$ cat config.mk
export PLATFORM = sky130hd
export DESIGN_NAME = pulse_channel_sweep_envelope_top
export DESIGN_NICKNAME = d
export VERILOG_FILES = /design/src/pcse_pkg.sv /design/src/pcse_sweep_unit.sv /design/src/pulse_channel_sweep_envelope_top.sv
export SDC_FILE = /design/constraint.sdc
export NUM_CORES = 1
export LEC_CHECK = 0
export ABC_AREA = 1
export BUFFER_PORTS_ARGS = -buffer_cell sky130_fd_sc_hd__clkbuf_2
export CORE_UTILIZATION = 50
export CTS_CLUSTER_DIAMETER = 30
export DETAILED_ROUTE_END_ITERATION = 10
export PLACE_DENSITY = 0.7
export SYNTH_ARGS = -nofsm -noshare
export SYNTH_HDL_FRONTEND = slang
export SYNTH_SLANG_ARGS = --single-unit
$ cat constraint.sdc
create_clock -name clk_i -period 5.53 [get_ports clk_i]
set_clock_uncertainty 0.05 [all_clocks]
set_input_delay 0.553 -clock clk_i [delete_from_list [all_inputs] [get_ports clk_i]]
set_output_delay 0.553 -clock clk_i [all_outputs]
set_load 0.1 [all_outputs]
$ cat src/pcse_pkg.sv
// ----------------------------------------------------------------------------
// pcse_pkg
// Shared types and constants of the square-wave channel with sweep.
// ----------------------------------------------------------------------------
package pcse_pkg;

  localparam int unsigned LengthMax = 64;
  localparam logic [10:0] FreqLimit = 11'h7FF;

  typedef enum logic [2:0] {
    ACT_WRITE = 3'd0,
    ACT_READ  = 3'd1,
    ACT_FRAME = 3'd2,
    ACT_TICK  = 3'd3,
    ACT_POFF  = 3'd4
  } action_e;

  typedef enum logic [2:0] {
    REG_SWEEP = 3'd0,
    REG_DUTY  = 3'd1,
    REG_ENV   = 3'd2,
    REG_FLOW  = 3'd3,
    REG_FHIGH = 3'd4
  } reg_e;

  // operations of the shared sweep unit
  typedef enum logic [1:0] {
    SOP_TRIG  = 2'd0,
    SOP_CLOCK = 2'd1,
    SOP_CHECK = 2'd2
  } sweep_op_e;

  // request and answer between sequencer and sweep unit
  typedef struct packed {
    logic [10:0] freq;
    logic [2:0]  shift;
    logic        down;
  } sweep_req_t;

  typedef struct packed {
    logic [11:0] target;
    logic        over;
  } sweep_rsp_t;

endpackage

$ cat src/pcse_sweep_unit.sv
// ----------------------------------------------------------------------------
// pcse_sweep_unit
// Shared sweep adder: shifted add or subtract of the shadow frequency.
// ----------------------------------------------------------------------------
module pcse_sweep_unit (
  input  logic                 clk_i,
  input  logic                 rst_ni,
  input  pcse_pkg::sweep_req_t req_i,
  output pcse_pkg::sweep_rsp_t rsp_o
);
  import pcse_pkg::*;

  logic [10:0] delta;
  logic [11:0] sum;
  sweep_rsp_t  rsp_q, rsp_d;

  // one add or subtract per cycle
  always_comb begin
    delta = req_i.freq >> req_i.shift;
    if (req_i.down) begin
      sum = {1'b0, req_i.freq} - {1'b0, delta};
    end else begin
      sum = {1'b0, req_i.freq} + {1'b0, delta};
    end
    rsp_d.target = sum;
    rsp_d.over   = sum > {1'b0, FreqLimit};
  end

  // registered result
  always_ff @(posedge clk_i or negedge rst_ni) begin
    if (!rst_ni) begin
      rsp_q <= '0;
    end else begin
      rsp_q <= rsp_d;
    end
  end

  assign rsp_o = rsp_q;

endmodule

$ cat src/pulse_channel_sweep_envelope_top.sv
// ----------------------------------------------------------------------------
// pulse_channel_sweep_envelope_top
// Square-wave sound channel with frequency sweep, length and envelope.
// ----------------------------------------------------------------------------
// Usage: one input transfer carries an action (register write or read, frame
// sequencer clock, tick, power off) with its fields; every action gives one
// output transfer with the read-back byte and the channel status.
// The block takes one item at a time. An item passes from S_IDLE through
// S_EXEC to S_OUT; a tick also walks S_TICK, and each use of the shared
// sweep adder adds S_SWAIT and S_SRES (a trigger uses it once, a sweep
// clock may use it twice). The result then sits in the output register until
// taken.
// in_stall_o is high while an item is in work or a result is waiting.
// A tick walks the period timer one reload per cycle, so the time a tick is in
// work grows with the number of duty steps it crosses (up to 16 steps at a zero
// timer, tick_cycles_i at 63 and the highest frequency).
// Reset clears all channel state, length included. While out_stall_i is
// high the result holds and no new item is taken.
// ----------------------------------------------------------------------------
module pulse_channel_sweep_envelope_top (
  input  logic       clk_i,
  input  logic       rst_ni,
  input  logic       in_valid_i,
  output logic       in_stall_o,
  input  logic [2:0] action_i,
  input  logic [2:0] reg_index_i,
  input  logic [7:0] write_data_i,
  input  logic [2:0] seq_step_i,
  input  logic [5:0] tick_cycles_i,
  output logic       out_valid_o,
  input  logic       out_stall_i,
  output logic [7:0] read_data_o,
  output logic       channel_active_o,
  output logic [3:0] current_volume_o,
  output logic [1:0] duty_select_o,
  output logic [2:0] duty_position_o
);
  import pcse_pkg::*;

  typedef enum logic [5:0] {
    S_IDLE  = 6'b000001,
    S_EXEC  = 6'b000010,
    S_SWAIT = 6'b000100,
    S_SRES  = 6'b001000,
    S_TICK  = 6'b010000,
    S_OUT   = 6'b100000
  } state_e;

  state_e state_q;

  // latched item
  logic [2:0] act_q, idx_q, step_q;
  logic [7:0] data_q;
  logic [5:0] cyc_q;

  // channel state
  logic        chan_on_q, dac_on_q, sweep_down_q, sweep_active_q, down_used_q;
  logic [2:0]  sweep_period_q, sweep_shift_q, env_period_q, env_cnt_q, wave_q;
  logic [3:0]  sweep_cnt_q, env_start_q, vol_q;
  logic        env_up_q, length_on_q;
  logic [10:0] shadow_q, freq_q;
  logic [1:0]  duty_q;
  logic [6:0]  len_q;
  logic [14:0] timer_q;
  logic signed [16:0] t_q;
  logic [7:0]  rd_q;
  sweep_op_e   sop_q;

  sweep_req_t req;
  sweep_rsp_t rsp;

  pcse_sweep_unit u_sweep (
    .clk_i  (clk_i),
    .rst_ni (rst_ni),
    .req_i  (req),
    .rsp_o  (rsp)
  );

  assign req.freq  = shadow_q;
  assign req.shift = sweep_shift_q;
  assign req.down  = sweep_down_q;

  logic [14:0] reload;
  assign reload = {1'b0, (12'd2048 - {1'b0, freq_q}), 2'b0} ;

  logic [3:0] sweep_rl;
  assign sweep_rl = (sweep_period_q != 3'd0) ? {1'b0, sweep_period_q} : 4'd8;

  assign in_stall_o = (state_q != S_IDLE);
  assign out_valid_o = (state_q == S_OUT);
  assign read_data_o = rd_q;
  assign channel_active_o = chan_on_q & dac_on_q;
  assign current_volume_o = vol_q;
  assign duty_select_o = duty_q;
  assign duty_position_o = wave_q;

  logic acc;
  assign acc = in_valid_i && !in_stall_o;

  // sequencer and channel state
  always_ff @(posedge clk_i or negedge rst_ni) begin
    logic [3:0] sc;
    logic [2:0] ec;
    logic [6:0] ln;
    logic       odd, ne, tr;
    if (!rst_ni) begin
      state_q <= S_IDLE;
      act_q <= '0; idx_q <= '0; step_q <= '0; data_q <= '0; cyc_q <= '0;
      chan_on_q <= 1'b0; dac_on_q <= 1'b0; sweep_down_q <= 1'b0;
      sweep_active_q <= 1'b0; down_used_q <= 1'b0; sweep_period_q <= '0;
      sweep_shift_q <= '0; env_period_q <= '0; env_cnt_q <= '0; wave_q <= '0;
      sweep_cnt_q <= '0; env_start_q <= '0; vol_q <= '0; env_up_q <= 1'b0;
      length_on_q <= 1'b0; shadow_q <= '0; freq_q <= '0; duty_q <= '0;
      len_q <= '0; timer_q <= '0; t_q <= '0; rd_q <= 8'hFF; sop_q <= SOP_TRIG;
    end else begin
      unique case (state_q)
        S_IDLE: begin
          if (acc) begin
            act_q <= action_i; idx_q <= reg_index_i; data_q <= write_data_i;
            step_q <= seq_step_i; cyc_q <= tick_cycles_i;
            state_q <= S_EXEC;
          end
        end
        S_EXEC: begin
          rd_q <= 8'hFF;
          state_q <= S_OUT;
          case (act_q)
            ACT_WRITE: begin
              unique case (idx_q)
                REG_SWEEP: begin
                  sweep_period_q <= data_q[6:4];
                  sweep_down_q <= data_q[3];
                  sweep_shift_q <= data_q[2:0];
                  if (down_used_q && sweep_down_q && !data_q[3]) chan_on_q <= 1'b0;
                end
                REG_DUTY: begin
                  duty_q <= data_q[7:6];
                  len_q <= 7'(LengthMax) - {1'b0, data_q[5:0]};
                end
                REG_ENV: begin
                  dac_on_q <= (data_q[7:3] != 5'd0);
                  if (data_q[7:3] == 5'd0) chan_on_q <= 1'b0;
                  env_start_q <= data_q[7:4];
                  env_up_q <= data_q[3];
                  env_period_q <= data_q[2:0];
                end
                REG_FLOW: freq_q[7:0] <= data_q;
                REG_FHIGH: begin
                  ne = data_q[6]; tr = data_q[7]; odd = step_q[0];
                  ln = len_q;
                  freq_q[10:8] <= data_q[2:0];
                  if (!length_on_q && ne && odd && ln != 7'd0) begin
                    ln = ln - 7'd1;
                    if (ln == 7'd0 && !tr) chan_on_q <= 1'b0;
                  end
                  length_on_q <= ne;
                  if (tr && ln == 7'd0) begin
                    ln = 7'(LengthMax);
                    if (ne && odd) ln = ln - 7'd1;
                  end
                  len_q <= ln;
                  if (tr) begin
                    chan_on_q <= dac_on_q;
                    vol_q <= env_start_q;
                    env_cnt_q <= env_period_q;
                    timer_q <= {1'b0, (12'd2048 - {1'b0, data_q[2:0], freq_q[7:0]}), 2'b0};
                    shadow_q <= {data_q[2:0], freq_q[7:0]};
                    sweep_cnt_q <= sweep_rl;
                    sweep_active_q <= (sweep_period_q != 3'd0) || (sweep_shift_q != 3'd0);
                    down_used_q <= 1'b0;
                    if (sweep_shift_q != 3'd0) begin
                      sop_q <= SOP_CHECK;
                      state_q <= S_SWAIT;
                    end
                  end
                end
                default: ;
              endcase
            end
            ACT_READ: begin
              unique case (idx_q)
                REG_SWEEP: rd_q <= {1'b1, sweep_period_q, sweep_down_q, sweep_shift_q};
                REG_DUTY:  rd_q <= {duty_q, 6'h3F};
                REG_ENV:   rd_q <= {env_start_q, env_up_q, env_period_q};
                REG_FHIGH: rd_q <= {1'b1, length_on_q, 6'h3F};
                default:   rd_q <= 8'hFF;
              endcase
            end
            ACT_FRAME: begin
              if (!step_q[0] && length_on_q && len_q != 7'd0) begin
                len_q <= len_q - 7'd1;
                if (len_q == 7'd1) chan_on_q <= 1'b0;
              end
              if (step_q == 3'd2 || step_q == 3'd6) begin
                sc = sweep_cnt_q;
                if (sc != 4'd0) sc = sc - 4'd1;
                if (sc == 4'd0) begin
                  sc = sweep_rl;
                  if (sweep_active_q && sweep_period_q != 3'd0) begin
                    sop_q <= SOP_CLOCK;
                    state_q <= S_SWAIT;
                  end
                end
                sweep_cnt_q <= sc;
              end
              if (step_q == 3'd7 && env_period_q != 3'd0) begin
                ec = env_cnt_q;
                if (ec != 3'd0) ec = ec - 3'd1;
                if (ec == 3'd0) begin
                  ec = env_period_q;
                  if (env_up_q && vol_q != 4'd15) vol_q <= vol_q + 4'd1;
                  else if (!env_up_q && vol_q != 4'd0) vol_q <= vol_q - 4'd1;
                end
                env_cnt_q <= ec;
              end
            end
            ACT_TICK: begin
              t_q <= $signed({2'b0, timer_q}) - $signed({11'b0, cyc_q});
              state_q <= S_TICK;
            end
            ACT_POFF: begin
              chan_on_q <= 1'b0; dac_on_q <= 1'b0; sweep_period_q <= '0;
              sweep_down_q <= 1'b0; sweep_shift_q <= '0; sweep_active_q <= 1'b0;
              sweep_cnt_q <= '0; shadow_q <= '0; down_used_q <= 1'b0;
              duty_q <= '0; env_start_q <= '0; env_up_q <= 1'b0;
              env_period_q <= '0; env_cnt_q <= '0; vol_q <= '0; freq_q <= '0;
              length_on_q <= 1'b0; timer_q <= '0; wave_q <= '0;
            end
            default: ;
          endcase
        end
        // adder input is latched this cycle
        S_SWAIT: begin
          if (sweep_down_q) down_used_q <= 1'b1;
          state_q <= S_SRES;
        end
        S_SRES: begin
          state_q <= S_OUT;
          unique case (sop_q)
            SOP_CHECK: if (rsp.over) chan_on_q <= 1'b0;
            SOP_CLOCK: begin
              if (rsp.over) begin
                chan_on_q <= 1'b0;
              end else if (sweep_shift_q != 3'd0) begin
                shadow_q <= rsp.target[10:0];
                freq_q <= rsp.target[10:0];
                sop_q <= SOP_CHECK;
                state_q <= S_SWAIT;
              end
            end
            default: ;
          endcase
        end
        // one timer reload per cycle
        S_TICK: begin
          if (t_q <= 17'sd0) begin
            t_q <= t_q + $signed({2'b0, reload});
            wave_q <= wave_q + 3'd1;
          end else begin
            timer_q <= t_q[14:0];
            state_q <= S_OUT;
          end
        end
        S_OUT: begin
          if (!out_stall_i) state_q <= S_IDLE;
        end
        default: state_q <= S_IDLE;
      endcase
    end
  end

  // checks
  a_onehot: assert property (@(posedge clk_i) disable iff (!rst_ni)
    $onehot(state_q)) else $error("state not one-hot");
  a_hold: assert property (@(posedge clk_i) disable iff (!rst_ni)
    out_valid_o && out_stall_i |=> out_valid_o && $stable(rd_q))
    else $error("result lost under stall");
  a_busy: assert property (@(posedge clk_i) disable iff (!rst_ni)
    acc |=> in_stall_o) else $error("ready while busy");
  a_len: assert property (@(posedge clk_i) disable iff (!rst_ni)
    len_q <= 7'(LengthMax)) else $error("length out of range");

endmodule
# Yosys cells after proc, flatten, opt, wreduce, memory -nomap -nowiden
# Cells that the tools add are included.
totals:
  mem_bits_rw: 0
  wordCells: 296
  in_bits: 27
  mem_bits_ro: 0
  n_memories: 0
  latchBits: 0
  register_bits: 148
  out_inout_bits: 20
classes:
  muxes: 121
  magnitude_cmp: 2
  n_mul: 0
  bitwise_logic: 1
  eq_ne: 61
  shift: 1
  add_sub_neg: 13
  reduce_logical: 65
  div: 0
ops:
  columns: ["op", "count"]
  rows:
  - ["$pmux 11 s2", 4]
  - ["$mux 6", 11]
  - ["$mux 4", 16]
  - ["$pmux 15 s2", 2]
  - ["$mux 11", 5]
  - ["$mux 7", 7]
  - ["$mux 15", 3]
  - ["$mux 3", 14]
  - ["$ne 2x2->1 const B", 18]
  - ["$pmux 6 s6", 1]
  - ["$mux 17", 2]
  - ["$pmux 17 s2", 1]
  - ["$pmux 8 s4", 1]
  - ["$pmux 7 s2", 2]
  - ["$ne 3x3->1 const B", 9]
  - ["$pmux 3 s2", 4]
  - ["$pmux 4 s3", 2]
  - ["$sub 12x11->12 const A", 2]
  - ["$reduce_and 3->1", 7]
  - ["$reduce_and 5->1", 4]
  - ["$mux 1", 18]
  - ["$mux 2", 9]
  - ["$pmux 6 s3", 1]
  - ["$add 17x15->17", 1]
  - ["58 further kinds", 120]

# Logic depth before layout (Yosys ltp)
depth:
  ltp_word: 13
  mapped_depth: 27
  depth_no_buf: 27

# Cells and area by module
# A second synthesis with hierarchy kept.
unflattened:
  cells_unflattened: 1396
  area_unflattened_um2: 10117.2
modules_own_cells:
  columns: ["module", "n_inst", "area_per_inst_um2", "cells_per_inst", "seq_area_each_um2"]
  rows:
  - ["pulse_channel_sweep_envelope_top", 1, 8594.5, 1155, 3414.5]
  - ["pcse_sweep_unit", 1, 1522.7, 241, 325.3]

# Worst setup path after synthesis
# OpenSTA, ideal clock, no wires.
synth_path:
  path_type: "register -> register"
  from: "reg state_q[1]"
  to: "reg state_q[5]"
  t_arrival_ns: 3.272
  slack_ns: 2.087
  period_less_slack_ns: 3.443
  setup_time_ns: 0.121
  required_ns: 5.359
  path_stages_with_launch: 9
  n_path_buf: 0
  path_cell_list: "dfrtp_1 -> nor2_2 -> nand3_1 -> nor3_1 -> nand2_1 -> nand2_1 -> a21oi_1 -> nand2_1 -> nand2_1"
synth_via:
  word_cells_on_any_way: 14
  cone_classes: "10 x eq/ne; 1 x mux; 3 x reduce/logical"
synth_lines:
  columns: ["item", "line", "text"]
  rows:
  - ["start: declaration", "pulse_channel_sweep_envelope_top.sv:49", "state_e state_q;"]
  - ["start signal: assignment", "pulse_channel_sweep_envelope_top.sv:107", "state_q <= S_IDLE;"]
  - ["start signal: assignment", "pulse_channel_sweep_envelope_top.sv:121", "state_q <= S_EXEC;"]
  - ["start signal: assignment", "pulse_channel_sweep_envelope_top.sv:126", "state_q <= S_OUT;"]
  - ["$eq 6x6->1 *", null, null]
  - ["via out_valid_o", "pulse_channel_sweep_envelope_top.sv:30", "output logic out_valid_o,"]
  - ["$ne 2x2->1 (no source line)", null, null]
  - ["$reduce_and 3->1 (no source line)", null, null]
# The timed path passes the listed nets; every way through them passes the cells marked *.
# A chain may end at the register's enable or synchronous reset.

==> impl_metrics.toml <==
[timing]
fin_tns_setup_ps = 0
slew_headroom_pct = 33.2
grt_setup_unrepaired = "no"
hold_viol = 0
min_period_ps = 4070
fin_crit_sh_pct = 73.7
fmax_ghz = 0.246
drv_slew = 0
setup_viol_count_final = 0
tightest_slew_ps = 1000

[setup_path]
rr_endpoint = "u_sweep.rsp_o[11]"
worstPathRequired_ps = 5800
slowest_delay_ps = 700
end_kind = "flop"
r2r_setup_slack_ps = 1460
critPathMostFrequentCell = "o21ai_0"
worstPathMaxFanout = 21
cp_cell_sequence = "inv_1, o21ai_0, o21ai_0, or2_2, nand2_1, inv_1, ha_1, or2_2, o21ai_0, inv_1, fa_1, o21ai_0, nand4_1, o211ai_1, nand2_1, nand2_1, a21oi_1, xnor2_1"
critPathKind = "flop to flop"
start_kind = "flop"
critical-path-top-delay-family = "compound AO/OA/AOI/OAI gates"
worstReg2RegStart = "sweep_shift_q[0]"
cpMaxStageDelayCell = "dfrtp_1"
cp.arrival_ps = 4340
worst-path-buf-inv = 3
ff2ff_path_depth = 18

[cts]
cts_made_buffers = 17
ctsHoldBuffers = 0
cts_setup_buffers = 0
cts-root-buf = "clkbuf_16"
cts.clk_slew.worst_paths_ps = 70
cts_tree = "done"
clockBufferDepth = 2
htreeDepth = 4
cts.sinks = 148
clkLatencyLatePin_ps = 430
cts_resized = 0

[routing]
drt_drc_violations_left = 0
vias = 9286
vias_per_cell = 5.48
ant_nets = 0
wirelength_mm = 26.1
drt_pass1_iterations = 7
drtIter0Drc = 608
wl_per_cell_um = 15.4

[power_and_ir_drop]
p_per_area_nw_per_um2 = 731
totalPowerFinal_w = 0.00799
vdd_ir_drop_max_uv = 392
p_leak_nw = 5.42

[floorplanning]
pin_count = 47
rows = 51
dieArea_um2 = 20400
coreArea_um2 = 19500
dieWidth_um = 143
start_util_pct = 50.9
die_h_um = 143

[grt]
use_met3_pct = 5.03
antenna_found_initial = 0
grt-busiest-layer = "met2"
grt_use_total_pct = 27.2
grt_pass1_vias = 8796
grt_first_pass_wirelength_mm = 43.2
use_met2_pct = 43.0
met1_usage_pct = 37.5
grt-ovfl-total = 0
grt_max_degree = 109

[placement]
portBuffers = 46
dpl_cell_area_um2 = 10300
dp_hpwl_mm = 19.7
gp_congestion = 0.923

[logic_synthesis]
ys.flop_type = "dfrtp_1"
synthDistinctLibCells = 54
synth_area_um2 = 9900
synth.area.top_cells = "dfrtp_1 (35%), nand2_1 (14%), inv_1 (6.3%)"
yosysMostFrequentCell = "nand2_1"
yosysWarnings = 0
avgSynthCellArea_um2 = 7.17
synthCells = 1381
synthesis.nets = 1453
synth-seq-area-share_pct = 37.5
synth.top_cell.area_share_pct = 35.1
synth_edf_count = 0
synth-async-reset-ratio_pct = 100
synth_common_cells = "nand2_1 (365), inv_1 (165), dfrtp_1 (139)"
synth_seq_cells = 148
yosys.area.top_type = "dfrtp_1"

[finish]
final_area_um2 = 10900
antenna_cells = 0
drive_above_1_share_pct = 10.1
area_growth_pct = 10.3
nFillCells = 1858
layout.nets = 1489
regArea_um2 = 3710
multi_input_area_um2 = 5330

[min_path]
hold_path_class = "primary input to async pin"

[run_status]
outcome = "finished, final reports clean"

[job]
maxCapViolCount = 0
## layout by cell type (no fill, tap or decap), drive strengths merged, types with 3 or more instances in the layout
cell type / Yosys / routed
a21oi: 69 / 69
ha: 41 / 41
clkinvlp: 0 / 5
dfstp: 9 / 9
nand3b: 5 / 5
clkbuf: 14 / 64
a22oi: 14 / 14
clkinv: 3 / 7
inv: 181 / 184
buf: 20 / 6
o22a: 4 / 4
o31ai: 4 / 4
nor2: 133 / 133
dfrtp: 139 / 139
o211ai: 9 / 9
or2: 6 / 6
o22ai: 11 / 11
nand4: 16 / 16
a21o: 4 / 4
fa: 4 / 4
o21a: 3 / 3
xor2: 21 / 21
nor4: 6 / 6
nand2: 369 / 369
a31oi: 26 / 26
o21ai: 130 / 130
xnor2: 13 / 13
nor3: 19 / 19
nand3: 89 / 89
## worst reg2reg max path: cells and delay by family (launching register included)
kind / cells / cell delay (ps)
AOI/OAI and AO/OA: 6 / 1090
DFF: 1 / 700
and+or+nand+nor: 6 / 930
xor gates and xnor gates: 1 / 120
buffers and inverters: 3 / 350
adders and majority gates: 2 / 700
## registers in the layout (all words and copies together) (netlist names), 4 cells and up
name	count
state_q	6
sweep_cnt_q	4
len_q	7
shadow_q	11
cyc_q	6
u_sweep.rsp_o	12
freq_q	11
data_q	8
read_data_o	8
timer_q	15
current_volume_o	4
t_q	17
env_start_q	4
## kinds of logic after synthesis
logic type,count (synthesis),share of synthesized area [%]
compound gates,289,16.9
xor+xnor,34,3.01
fa+ha+maj,45,5.99
buf+inv,218,8.66
flops,148,37.5
mux,2,0.227
simple gates,645,27.7
## through the flow
stage | setup WS (ps) | instances | hold WS, ps | util, %
2_1_floorplan | 2090 | 1381 | 207 | -
3_5_place_dp | 1510 | 1663 | 420 | 53.1
4_1_cts | 1490 | 1695 | 259 | 56.1
3_3_place_gp | 1580 | 1663 | 414 | 53.1
6_report | 1460 | 1695 | 176 | 56.1
5_1_grt | 865 | 1695 | 276 | 56.1
## cell type report
cell class              count  share of cell area, %
clock buffers              19                   4.15
clock inverters            13                   1.15
inverters                 184                   6.33
multi-input cells        1015                   48.8
flip-flops and latches    148                   34.0
well taps                 265                   3.04
repair buffers             51                   2.51
## layer usage
metal	share of wire, %	up-vias
li1	-	4635
met2	45	280
met5	0	-
met3	6.0	33
met4	2.2	0
met1	47	4338
## worst max path at each step
stage                                 from                end  slack (ps)  depth (start not counted)
after global routing      sweep_shift_q[0]  u_sweep.rsp_o[11]         870                         18
after CTS                 sweep_shift_q[0]  u_sweep.rsp_o[11]        1490                         18
after detailed placement  sweep_shift_q[0]  u_sweep.rsp_o[11]        1510                         18
after floorplan                 state_q[1]         state_q[5]        2090                          8
final                     sweep_shift_q[0]  u_sweep.rsp_o[11]        1460                         18
after global placement    sweep_shift_q[0]  u_sweep.rsp_o[11]        1580                         18
## where the power goes
part / internal, W / switching, W
sequential: 0.00158 / 0.000436
combinational: 0.00163 / 0.00320
clock: 0.000647 / 0.000489
Power figures use the tool's default switching activity.
